## config.mk

```make
export PLATFORM = sky130hd
export DESIGN_NAME = tsip_report_receiver
export DESIGN_NICKNAME = d
export VERILOG_FILES = /design/src/hw/rtl/tsiprx_pkg.sv /design/src/hw/rtl/tsip_report_receiver.sv
export SDC_FILE = /design/constraint.sdc
export NUM_CORES = 1
export LEC_CHECK = 0
export BUFFER_PORTS_ARGS = -buffer_cell sky130_fd_sc_hd__buf_2
export CAP_MARGIN = 10
export CORE_MARGIN = 8
export CORE_UTILIZATION = 60
export DETAILED_ROUTE_END_ITERATION = 10
export PLACE_DENSITY = 0.83
export SLEW_MARGIN = 15
export SYNTH_ARGS = -nofsm -noshare
export SYNTH_HDL_FRONTEND = slang
export SYNTH_SLANG_ARGS = --single-unit
```

## constraint.sdc

```tcl
create_clock -name clock -period 8.8 [get_ports clock]
set_input_delay 0.88 -clock clock [delete_from_list [all_inputs] [get_ports clock]]
set_output_delay 0.88 -clock clock [all_outputs]
set_load 0.03 [all_outputs]
```

## src/hw/rtl/tsiprx_pkg.sv

```systemverilog
package tsiprx_pkg;

   // Largest number of unstuffed bytes kept per frame (id byte included).
   localparam int MAX_FRAME_BYTES = 64;
   localparam int COUNT_W = $clog2(MAX_FRAME_BYTES + 1);

   localparam int RX_BYTE_W        = 8;
   localparam int PACKET_ID_W      = 8;
   localparam int PAYLOAD_LENGTH_W = 7;
   localparam int NAV_STATUS_W     = 8;
   localparam int FIX_TYPE_W       = 2;
   localparam int TRACKED_SATS_W   = 4;
   localparam int TIME_OF_WEEK_W   = 20;

   localparam int REQ_TDATA_W = 8;
   localparam int RSP_TDATA_W = 56;

   localparam logic [7:0] DLE_BYTE = 8'h10;
   localparam logic [7:0] ETX_BYTE = 8'h03;

   localparam logic [7:0] ID_HEALTH      = 8'h46;
   localparam logic [7:0] ID_ALL_IN_VIEW = 8'h6d;
   localparam logic [7:0] ID_END_PERIOD  = 8'h82;

   localparam logic [7:0] HEALTH_RESET = 8'hff;
   localparam logic [7:0] HEALTH_OK    = 8'h00;
   localparam logic [2:0] DIM_MASK     = 3'h7;
   localparam logic [2:0] DIM_2D       = 3'd3;
   localparam logic [2:0] DIM_3D       = 3'd4;

   localparam logic [TIME_OF_WEEK_W-1:0] WEEK_SECONDS_RESET = 20'd604800;

   typedef enum logic [1:0] {
      FIX_NONE = 2'd0,
      FIX_2D   = 2'd1,
      FIX_3D   = 2'd2
   } fix_kind_type;

   typedef enum logic [1:0] {
      MODE_IDLE      = 2'd0,
      MODE_AFTER_DLE = 2'd1,
      MODE_IN_FRAME  = 2'd2
   } mode_type;

   typedef struct packed {
      logic                          data_ready;
      logic [TIME_OF_WEEK_W-1:0]     time_of_week;
      logic [TRACKED_SATS_W-1:0]     tracked_sats;
      logic [FIX_TYPE_W-1:0]         fix_type;
      logic [NAV_STATUS_W-1:0]       nav_status;
      logic                          length_overflow;
      logic [PAYLOAD_LENGTH_W-1:0]   payload_length;
      logic [PACKET_ID_W-1:0]        packet_id;
   } result_type;

endpackage

```

## src/hw/rtl/tsip_report_receiver.sv

```systemverilog
// TSIP report receiver. Each request on the req_ channel carries one raw byte from the
// serial line. The block strips TSIP framing: in idle a DLE (0x10) opens a frame, inside a
// frame DLE DLE stands for one data byte, DLE ETX (0x03) closes the frame, and a DLE followed
// by any other byte keeps that byte as data. Every closed frame with at least one byte gives
// one response on the rsp_ channel with its id, its length (saturated at MAX_FRAME_BYTES,
// with an overflow flag) and the receiver status after the frame was decoded: health report
// 0x46 sets the navigation status, all-in-view report 0x6D sets fix type and satellite count,
// and end-of-period report 0x82 advances the time-of-week counter while there is no fix and
// raises data_ready. Empty frames give no response. The counter wraps at the week length held
// in the csr_ register, which should only be written while no byte is in flight. The block
// takes one byte per clock cycle as long as responses are drained; a byte passes an input
// register and the parser logic, and a response is written to the output register when the
// parser advances on the closing ETX. The output register only holds the parser back while a
// response sits there untaken.
module tsip_report_receiver
   import tsiprx_pkg::*;
(
   input  logic                      clock,
   input  logic                      reset,

   input  logic                      req_tvalid,
   output logic                      req_tready,
   input  logic [REQ_TDATA_W-1:0]    req_tdata,   // [7:0] rx_byte

   output logic                      rsp_tvalid,
   input  logic                      rsp_tready,
   // [7:0] packet_id, [14:8] payload_length, [15] length_overflow, [23:16] nav_status,
   // [25:24] fix_type, [29:26] tracked_sats, [49:30] time_of_week, [50] data_ready,
   // [55:51] zero
   output logic [RSP_TDATA_W-1:0]    rsp_tdata,

   input  logic                      csr_we,
   input  logic [TIME_OF_WEEK_W-1:0] csr_wdata   // week_seconds
);

   // Input register.
   logic                 byte_valid_ff;
   logic [RX_BYTE_W-1:0] byte_ff;

   // Output register.
   logic       rsp_valid_ff, rsp_valid_in;
   result_type rsp_data_ff,  rsp_data_in;

   // Configuration.
   logic [TIME_OF_WEEK_W-1:0] week_seconds_ff;

   // Parser and status state.
   mode_type                  mode_ff,   mode_in;
   logic [COUNT_W-1:0]        count_ff,  count_in;
   logic [PACKET_ID_W-1:0]    id_ff,     id_in;
   logic [RX_BYTE_W-1:0]      first_ff,  first_in;
   logic                      ovf_ff,    ovf_in;
   logic [NAV_STATUS_W-1:0]   health_ff, health_in;
   logic [FIX_TYPE_W-1:0]     fix_ff,    fix_in;
   logic [TRACKED_SATS_W-1:0] sats_ff,   sats_in;
   logic [TIME_OF_WEEK_W-1:0] tow_ff,    tow_in;

   logic advance;
   logic store;
   logic close;

   logic [COUNT_W+PAYLOAD_LENGTH_W-1:0] count_wide;
   logic [TIME_OF_WEEK_W-1:0]           tow_inc;
   logic [2:0]                          dim;

   // The parser advances when a byte waits and the output register is free or drained now.
   assign advance    = byte_valid_ff && (!rsp_valid_ff || rsp_tready);
   assign req_tready = !byte_valid_ff || advance;

   always_ff @(posedge clock) begin
      if (reset) begin
         byte_valid_ff <= 1'b0;
      end else if (req_tready) begin
         byte_valid_ff <= req_tvalid;
      end
      if (req_tready && req_tvalid) begin
         byte_ff <= req_tdata[RX_BYTE_W-1:0];
      end
   end

   always_ff @(posedge clock) begin
      if (reset) begin
         week_seconds_ff <= WEEK_SECONDS_RESET;
      end else if (csr_we) begin
         week_seconds_ff <= csr_wdata;
      end
   end

   // Next parse mode, and whether this byte is data or closes a frame.
   always_comb begin
      mode_in = mode_ff;
      store   = 1'b0;
      close   = 1'b0;
      case (mode_ff)
         MODE_IDLE: begin
            if (byte_ff == DLE_BYTE) begin
               mode_in = MODE_AFTER_DLE;
            end
         end
         MODE_AFTER_DLE: begin
            if (byte_ff == ETX_BYTE) begin
               mode_in = MODE_IDLE;
               close   = 1'b1;
            end else begin
               mode_in = MODE_IN_FRAME;
               store   = 1'b1;
            end
         end
         default: begin
            // In frame; an unused code behaves the same way.
            if (byte_ff == DLE_BYTE) begin
               mode_in = MODE_AFTER_DLE;
            end else begin
               mode_in = MODE_IN_FRAME;
               store   = 1'b1;
            end
         end
      endcase
   end

   assign dim     = first_ff[2:0] & DIM_MASK;
   assign tow_inc = tow_ff + TIME_OF_WEEK_W'(1);

   // Frame buffer bookkeeping and report decoding.
   always_comb begin
      count_in  = count_ff;
      id_in     = id_ff;
      first_in  = first_ff;
      ovf_in    = ovf_ff;
      health_in = health_ff;
      fix_in    = fix_ff;
      sats_in   = sats_ff;
      tow_in    = tow_ff;

      // Opening DLE starts a fresh frame.
      if (mode_ff == MODE_IDLE && byte_ff == DLE_BYTE) begin
         count_in = '0;
         ovf_in   = 1'b0;
      end

      if (store) begin
         if (count_ff >= COUNT_W'(MAX_FRAME_BYTES)) begin
            ovf_in = 1'b1;
         end else begin
            if (count_ff == COUNT_W'(0)) begin
               id_in = byte_ff;
            end
            if (count_ff == COUNT_W'(1)) begin
               first_in = byte_ff;
            end
            count_in = count_ff + COUNT_W'(1);
         end
      end

      // Only a frame that holds at least its id byte is decoded.
      if (close && count_ff != '0) begin
         case (id_ff)
            ID_HEALTH: begin
               if (count_ff >= COUNT_W'(2)) begin
                  health_in = first_ff;
               end
            end
            ID_ALL_IN_VIEW: begin
               if (count_ff >= COUNT_W'(2)) begin
                  fix_in = FIX_NONE;
                  if (health_ff == HEALTH_OK) begin
                     if (dim == DIM_2D) begin
                        fix_in = FIX_2D;
                     end else if (dim == DIM_3D) begin
                        fix_in = FIX_3D;
                     end
                  end
                  sats_in = first_ff[7:4];
               end
            end
            ID_END_PERIOD: begin
               // The counter only runs on its own while there is no fix.
               if (fix_ff == FIX_NONE) begin
                  tow_in = (tow_inc >= week_seconds_ff) ? '0 : tow_inc;
               end
            end
            default: begin
            end
         endcase
      end
   end

   assign count_wide = (COUNT_W + PAYLOAD_LENGTH_W)'(count_ff);

   // Response built from the status after decoding.
   always_comb begin
      rsp_valid_in = rsp_valid_ff && !rsp_tready;
      rsp_data_in  = rsp_data_ff;
      if (advance && close && count_ff != '0) begin
         rsp_valid_in                = 1'b1;
         rsp_data_in.packet_id       = id_ff;
         rsp_data_in.payload_length  = count_wide[PAYLOAD_LENGTH_W-1:0];
         rsp_data_in.length_overflow = ovf_ff;
         rsp_data_in.nav_status      = health_in;
         rsp_data_in.fix_type        = fix_in;
         rsp_data_in.tracked_sats    = sats_in;
         rsp_data_in.time_of_week    = tow_in;
         rsp_data_in.data_ready      = (id_ff == ID_END_PERIOD);
      end
   end

   always_ff @(posedge clock) begin
      if (reset) begin
         mode_ff      <= MODE_IDLE;
         count_ff     <= '0;
         id_ff        <= '0;
         first_ff     <= '0;
         ovf_ff       <= 1'b0;
         health_ff    <= HEALTH_RESET;
         fix_ff       <= FIX_NONE;
         sats_ff      <= '0;
         tow_ff       <= '0;
         rsp_valid_ff <= 1'b0;
      end else begin
         if (advance) begin
            mode_ff   <= mode_in;
            count_ff  <= count_in;
            id_ff     <= id_in;
            first_ff  <= first_in;
            ovf_ff    <= ovf_in;
            health_ff <= health_in;
            fix_ff    <= fix_in;
            sats_ff   <= sats_in;
            tow_ff    <= tow_in;
         end
         rsp_valid_ff <= rsp_valid_in;
      end
      rsp_data_ff <= rsp_data_in;
   end

   assign rsp_tvalid = rsp_valid_ff;
   assign rsp_tdata  = RSP_TDATA_W'(rsp_data_ff);

endmodule
```

; ---- Yosys cells after proc, flatten, opt, wreduce, memory -nomap -nowiden
; Cells that the tools add are included.
[word_totals]
inputBits = 33
latchBits = 0
mem_bits_ro = 0
mem_bits_rw = 0
wordCells = 89
register_bits = 141
output_inout_bits = 58
n_memories = 0
[classes]
n_addsub = 2
n_reduce_logical = 20
n_bitwise = 1
n_eq_ne = 10
n_shift = 0
div_mod_pow = 0
n_mul = 0
order_cmp = 3
muxes = 32
[ops]
columns = cell, n
row1 = two-way mux 20 bit, 4
row2 = two-way mux 8 bit, 3
row3 = two-way mux 7 bit, 3
row4 = adder 20 x 1 -> 20 bit (second input constant), 1
row5 = >= comparator 20 bit, 1
row6 = two-way mux 2 bit, 9
row7 = equality test 8 x 7 -> 1 bit (second input constant), 2
row8 = two-way mux 4 bit, 3
row9 = equality test 8 x 2 -> 1 bit (second input constant), 1
row10 = equality test 8 x 5 -> 1 bit (second input constant), 1
row11 = equality test 8 bit (second input constant), 1
row12 = logical NOT 8 bit, 1
row13 = two-way mux 1 bit, 8
row14 = AND reduction 4 bit, 2
row15 = adder 7 x 1 -> 7 bit (second input constant), 1
row16 = equality test 7 x 1 -> 1 bit (second input constant), 1
row17 = >= comparator 7 x 2 -> 1 bit (second input constant), 1
row18 = >= comparator 7 bit (second input constant), 1
row19 = logical AND 1 bit, 7
row20 = logical NOT 7 bit, 1
row21 = nonzero test 7 bit, 1
row22 = logical NOT 2 bit, 2
row23 = case mux 2 bit (2 select lines), 1
row24 = equality test 3 x 2 -> 1 bit (second input constant), 1
row25 = 8 further kinds, 11

; ---- Depth between registers and ports, before layout
[depth]
word_depth = 7
mapped_depth = 15
depth_no_buf = 12

; ---- Least setup slack after synthesis
; Ideal clock, no wire load.
[synth_timing]
kind = register to register
startpoint = register byte_ff[2]
endpoint = register rsp_data_ff, in the netlist rsp_tdata[0] (enable)
arrival_ns = 3.189
n_path_buf = 2
synth_period_minus_slack_ns = 3.594
path_stages_with_launch = 7
t_required_ns = 8.395
setup_ns = 0.405
slack_ns = 5.206
path_cell_list = edfxtp_1 -> or4b_2 -> or2_1 -> or4b_1 -> clkbuf_1 -> clkbuf_1 -> inv_1
[synth_between]
elab_chain_len = 5
[synth_lines]
columns = element, line
row1 = "start, declared", tsip_report_receiver.sv:38  ; logic [RX_BYTE_W-1:0] byte_ff;
row2 = "start signal, assigned", tsip_report_receiver.sv:77  ; byte_ff <= req_tdata[RX_BYTE_W-1:0];
row3 = equality test 8 x 2 -> 1 bit, tsip_report_receiver.sv:101  ; if (byte_ff == ETX_BYTE) begin
row4 = two-way mux 1 bit, tsip_report_receiver.sv:101
row5 = two-way mux 1 bit, tsip_report_receiver.sv:94  ; case (mode_ff)
row6 = logical AND 1 bit (2 in series), tsip_report_receiver.sv:194  ; if (advance && close && count_ff != '0) begin
row7 = "end signal, assigned", tsip_report_receiver.sv:233  ; rsp_data_ff <= rsp_data_in;
row8 = "end, declared", tsip_report_receiver.sv:42  ; result_type rsp_data_ff, rsp_data_in;
; No other way between the ends.
; A chain may end at the register's enable or synchronous reset.

; ---- Worst setup path in the final report
[layout_timing]
startpoint = register tow_ff[0]
endpoint = register tow_ff[7]
[layout_between]
elab_chain_len = 6
[layout_lines]
columns = element, line
row1 = "start, declared", tsip_report_receiver.sv:56  ; logic [TIME_OF_WEEK_W-1:0] tow_ff, tow_in;
row2 = "start signal, assigned", tsip_report_receiver.sv:229  ; tow_ff <= tow_in;
row3 = adder 20 x 1 -> 20 bit *, tsip_report_receiver.sv:122  ; assign tow_inc = tow_ff + TIME_OF_WEEK_W'(1);
row4 = >= comparator 20 bit, tsip_report_receiver.sv:179  ; tow_in = (tow_inc >= week_seconds_ff) ? '0 : tow_inc;
row5 = two-way mux 20 bit *, tsip_report_receiver.sv:179
row6 = two-way mux 20 bit *, tsip_report_receiver.sv:178  ; if (fix_ff == FIX_NONE) begin
row7 = two-way mux 20 bit *, tsip_report_receiver.sv:157  ; case (id_ff)
row8 = two-way mux 20 bit *, tsip_report_receiver.sv:156  ; if (close && count_ff != '0) begin
; Every way passes the cells marked *; elsewhere a longest branch is shown, timed or not.

==> results.json <==
{
  "syn_inst": 657,
  "path_buf_inv": 0,
  "post_drt_wl_per_cell_um": 18.0,
  "cts_root_buf": "clkbuf_8",
  "clockBufferDepth": 2,
  "endpoint_kind": "flop",
  "grt_setup_unrepaired": "no",
  "synth_edf_count": 59,
  "slowest_stage": "nor4_4",
  "fmaxAchievable_ghz": 0.240,
  "p_total_w": 0.00150,
  "grt_max_degree": 68,
  "timing.rr.end": "tow_ff[7]$_SDFFE_PP0P_",
  "synth.yosys.seq_area_share_pct": 52.4,
  "ys_ff_latch": 141,
  "io_buffers": 85,
  "dr_total_vias": 5201,
  "drtIter0Drc": 469,
  "clk-insertion-delay-late_ps": 530,
  "yosys.area.top_type": "edfxtp_1",
  "grt_pass1_wl_um": 26100,
  "cts_hold_buf": 0,
  "pwr-share-clk_pct": 50.9,
  "clkSinkCount": 141,
  "switching_power_w": 0.000330,
  "reg2reg_from": "tow_ff[0]$_SDFFE_PP0P_",
  "r2r.worst_path.cells": 12,
  "ir_drop_mv": 0.116,
  "ys.flop_type": "dfxtp_1",
  "drive_above_1_share_pct": 20.1,
  "p_leak_nw": 2.79,
  "yosysMostFrequentCell": "dfxtp_1",
  "max_stage_delay_ps": 950,
  "synthTopCellsByCount": "82 x dfxtp_1, 81 x nand2_1, 61 x nor2_1",
  "ys_warn_count": 0,
  "core-area_sq_um": 10700,
  "slew_viol_final": 0,
  "regArea_sq_um": 3410,
  "synth_area_sq_um": 6520,
  "crit_chain": "ha_1, and2_1, nand3_1, nor2_1, xor2_1, ha_1, nand4_1, nor4_1, a32o_1, nor4_4, a32oi_1, nor2_1",
  "cts_setup_buffers": 0,
  "worst_pin_slew_ps": 1210,
  "yosysUniqueCellTypes": 55,
  "cts_buffers": 17,
  "maxCapViolCount": 0,
  "fin_util_pct": 71.2,
  "crit_family": "simple AND/OR/NAND/NOR gates",
  "top_level_ports": 91,
  "postRouteAntennaNets": 0,
  "min_to": "tow_ff[18]$_SDFFE_PP0P_",
  "grt_pass1_vias": 5213,
  "overflow": 0,
  "htreeDepth": 4,
  "cts_tree": "done",
  "status": "finished clean",
  "hold_depth": 2,
  "finalHoldViolCount": 0,
  "post-route-period-util_pct": 47.4,
  "cp_data_arrival_time_ps": 4630,
  "timing.slew.headroom_pct": 18.5,
  "antenna_found_initial": 0,
  "tns_ps": 0,
  "yosys-top-cells-area": "edfxtp_1 27%, dfxtp_1 25%, nand2_1 4.7%",
  "cts_resized": 0,
  "min_from": "tow_ff[18]$_SDFFE_PP0P_",
  "multiInputGateArea_sq_um": 2830,
  "async_flop_share_pct": 0,
  "dpl.hpwl_um": 10800,
  "gp_congestion": 0.959,
  "min_path_type": "flop to flop",
  "die_area_sq_um": 14500,
  "die_height_um": 120,
  "netSwitchingFraction_pct": 22.0,
  "rrSetupSlack_ps": 4630,
  "n_antenna_cell": 0,
  "setup_viol": 0,
  "p_int_w": 0.00117,
  "initial_core_util_pct": 60.9,
  "min_period_ps": 4170,
  "path_class": "flop to flop",
  "fill_cells": 824,
  "std_cell_rows": 38,
  "cp_data_required_time_ps": 9260,
  "synth.top_cell.area_share_pct": 27.2,
  "vias_per_cell": 5.88,
  "layout-area-overhead-vs-synth_pct": 16.9,
  "cp_max_fo": 23,
  "pwr_density_cell_nw_per_um2": 197,
  "drc_errors": 0,
  "finalClockSkew_ps": 8.77,
  "avgSynthCellArea_sq_um": 9.92,
  "dieWidth_um": 120,
  "clk_pin_slew_ps": 70,
  "routed_wirelength_um": 16000,
  "cp-start-kind": "flop",
  "p_seq_share_pct": 46.2,
  "drtPass1Iterations": 5,
  "grt_use_total_pct": 22.5,
  "fin_nets": 789,
  "combPwrFrac_pct": 2.9
}
==> worst max-delay path by stage <==
stage / startpoint / to / slack [ps] / cells past startpoint
2_1_floorplan: byte_ff[2]$_DFFE_PP_ / rsp_tdata[0]$_DFFE_PP_ / 5210 / 6
3_3_place_gp: tow_ff[2]$_SDFFE_PP0P_ / rsp_tdata[42]$_DFFE_PP_ / 4880 / 11
3_5_place_dp: tow_ff[2]$_SDFFE_PP0P_ / rsp_tdata[42]$_DFFE_PP_ / 4780 / 11
4_1_cts: tow_ff[2]$_SDFFE_PP0P_ / tow_ff[7]$_SDFFE_PP0P_ / 4720 / 11
5_1_grt: tow_ff[2]$_SDFFE_PP0P_ / rsp_tdata[42]$_DFFE_PP_ / 4350 / 11
6_report: tow_ff[0]$_SDFFE_PP0P_ / tow_ff[7]$_SDFFE_PP0P_ / 4630 / 12
==> worst reg2reg max path: cells and delay by family (launching register included) <==
kind,cells,cell delay [ps]
and+or+nand+nor,7,1900
adders and majority gates,2,660
AOI/OAI and AO/OA,2,640
DFF,1,490
xor gates and xnor gates,1,400
==> cell usage in the layout, fill, tap and decap left out, types with 3 or more instances in the layout <==
cell type,instances
edfxtp_1,59
buf_2,85
a32oi_1,8
buf_4,3
bufinv_16,4
nor4_1,5
mux2_2,16
or4b_2,4
a21o_1,4
clkinv_4,3
mux2i_1,26
or3_1,3
and2_1,6
xor2_1,9
a21oi_1,38
nor2b_1,3
a31oi_1,4
inv_6,5
nor3_1,16
o211ai_1,7
dfxtp_1,82
o21ai_0,22
a22oi_1,7
nand4_1,9
nand2b_1,10
and3_1,3
nor2_1,61
inv_1,31
nand2_1,81
nand3_1,39
ha_1,24
a22o_1,5
conb_1,5
clkbuf_16,16
xnor2_1,4
==> routing by layer <==
layer / routed length [um] / global-route usage, % / vias to the layer above
met3: 1440 / 6.01 / 30
met2: 7180 / 34.9 / 253
met1: 7090 / 29.8 / 2427
li1: - / - / 2491
met4: 262 / 8.43 / 0
met5: 0 / 0 / -
==> power groups by stage <==
stage | Combinational, W | Clock (W) | Sequential [W]
after floorplan | 0.0000298 | 0 | 0.000704
after global placement | 0.0000408 | 0 | 0.000706
after detailed placement | 0.0000420 | 0 | 0.000707
after CTS | 0.0000428 | 0.000765 | 0.000692
after global routing | 0.0000476 | 0.000796 | 0.000694
final | 0.0000430 | 0.000763 | 0.000693
==> cell type report <==
type / count / share of cell area [%]
Sequential cell: 141 / 44.8
Timing Repair Buffer: 88 / 5.88
Tap cell: 140 / 2.30
Clock inverter: 14 / 2.71
Clock buffer: 18 / 5.49
Multi-Input combinational cell: 451 / 37.2
Inverter: 33 / 1.63
==> per-stage QoR <==
stage / hold slack (ps) / setup slack [ps] / cells / area (sq um)
floorplan: 409 / 5210 / 661 / 6530
detailed placement: 444 / 4780 / 853 / 6990
CTS: 458 / 4720 / 885 / 7610
global route: 477 / 4350 / 885 / 7610
finish: 458 / 4630 / 885 / 7610
global placement: 443 / 4880 / 853 / 6990
==> state kept, by name, indices dropped and copies added (netlist names) <==
| name | flops |
|---|---|
| rsp_tdata | 51 |
| ovf_ff | 1 |
| id_ff | 8 |
| byte_ff | 8 |
| count_ff | 7 |
| mode_ff | 2 |
| health_ff | 8 |
| week_seconds_ff | 20 |
| tow_ff | 20 |
| first_ff | 8 |
| rsp_tvalid | 1 |
| byte_valid_ff | 1 |
| fix_ff | 2 |
| sats_ff | 4 |
==> cells by family after synthesis <==
family                     share of synthesized area [%]
muxes                                               6.76
and+or+nand+nor                                     20.0
DFF                                                 52.4
adders and majority gates                           4.61
xor gates and xnor gates                            1.75
buffers and inverters                               4.49
other                                             0.0575
AOI/OAI and AO/OA                                   10.0
No activity file was read; power rests on OpenSTA's default activity.
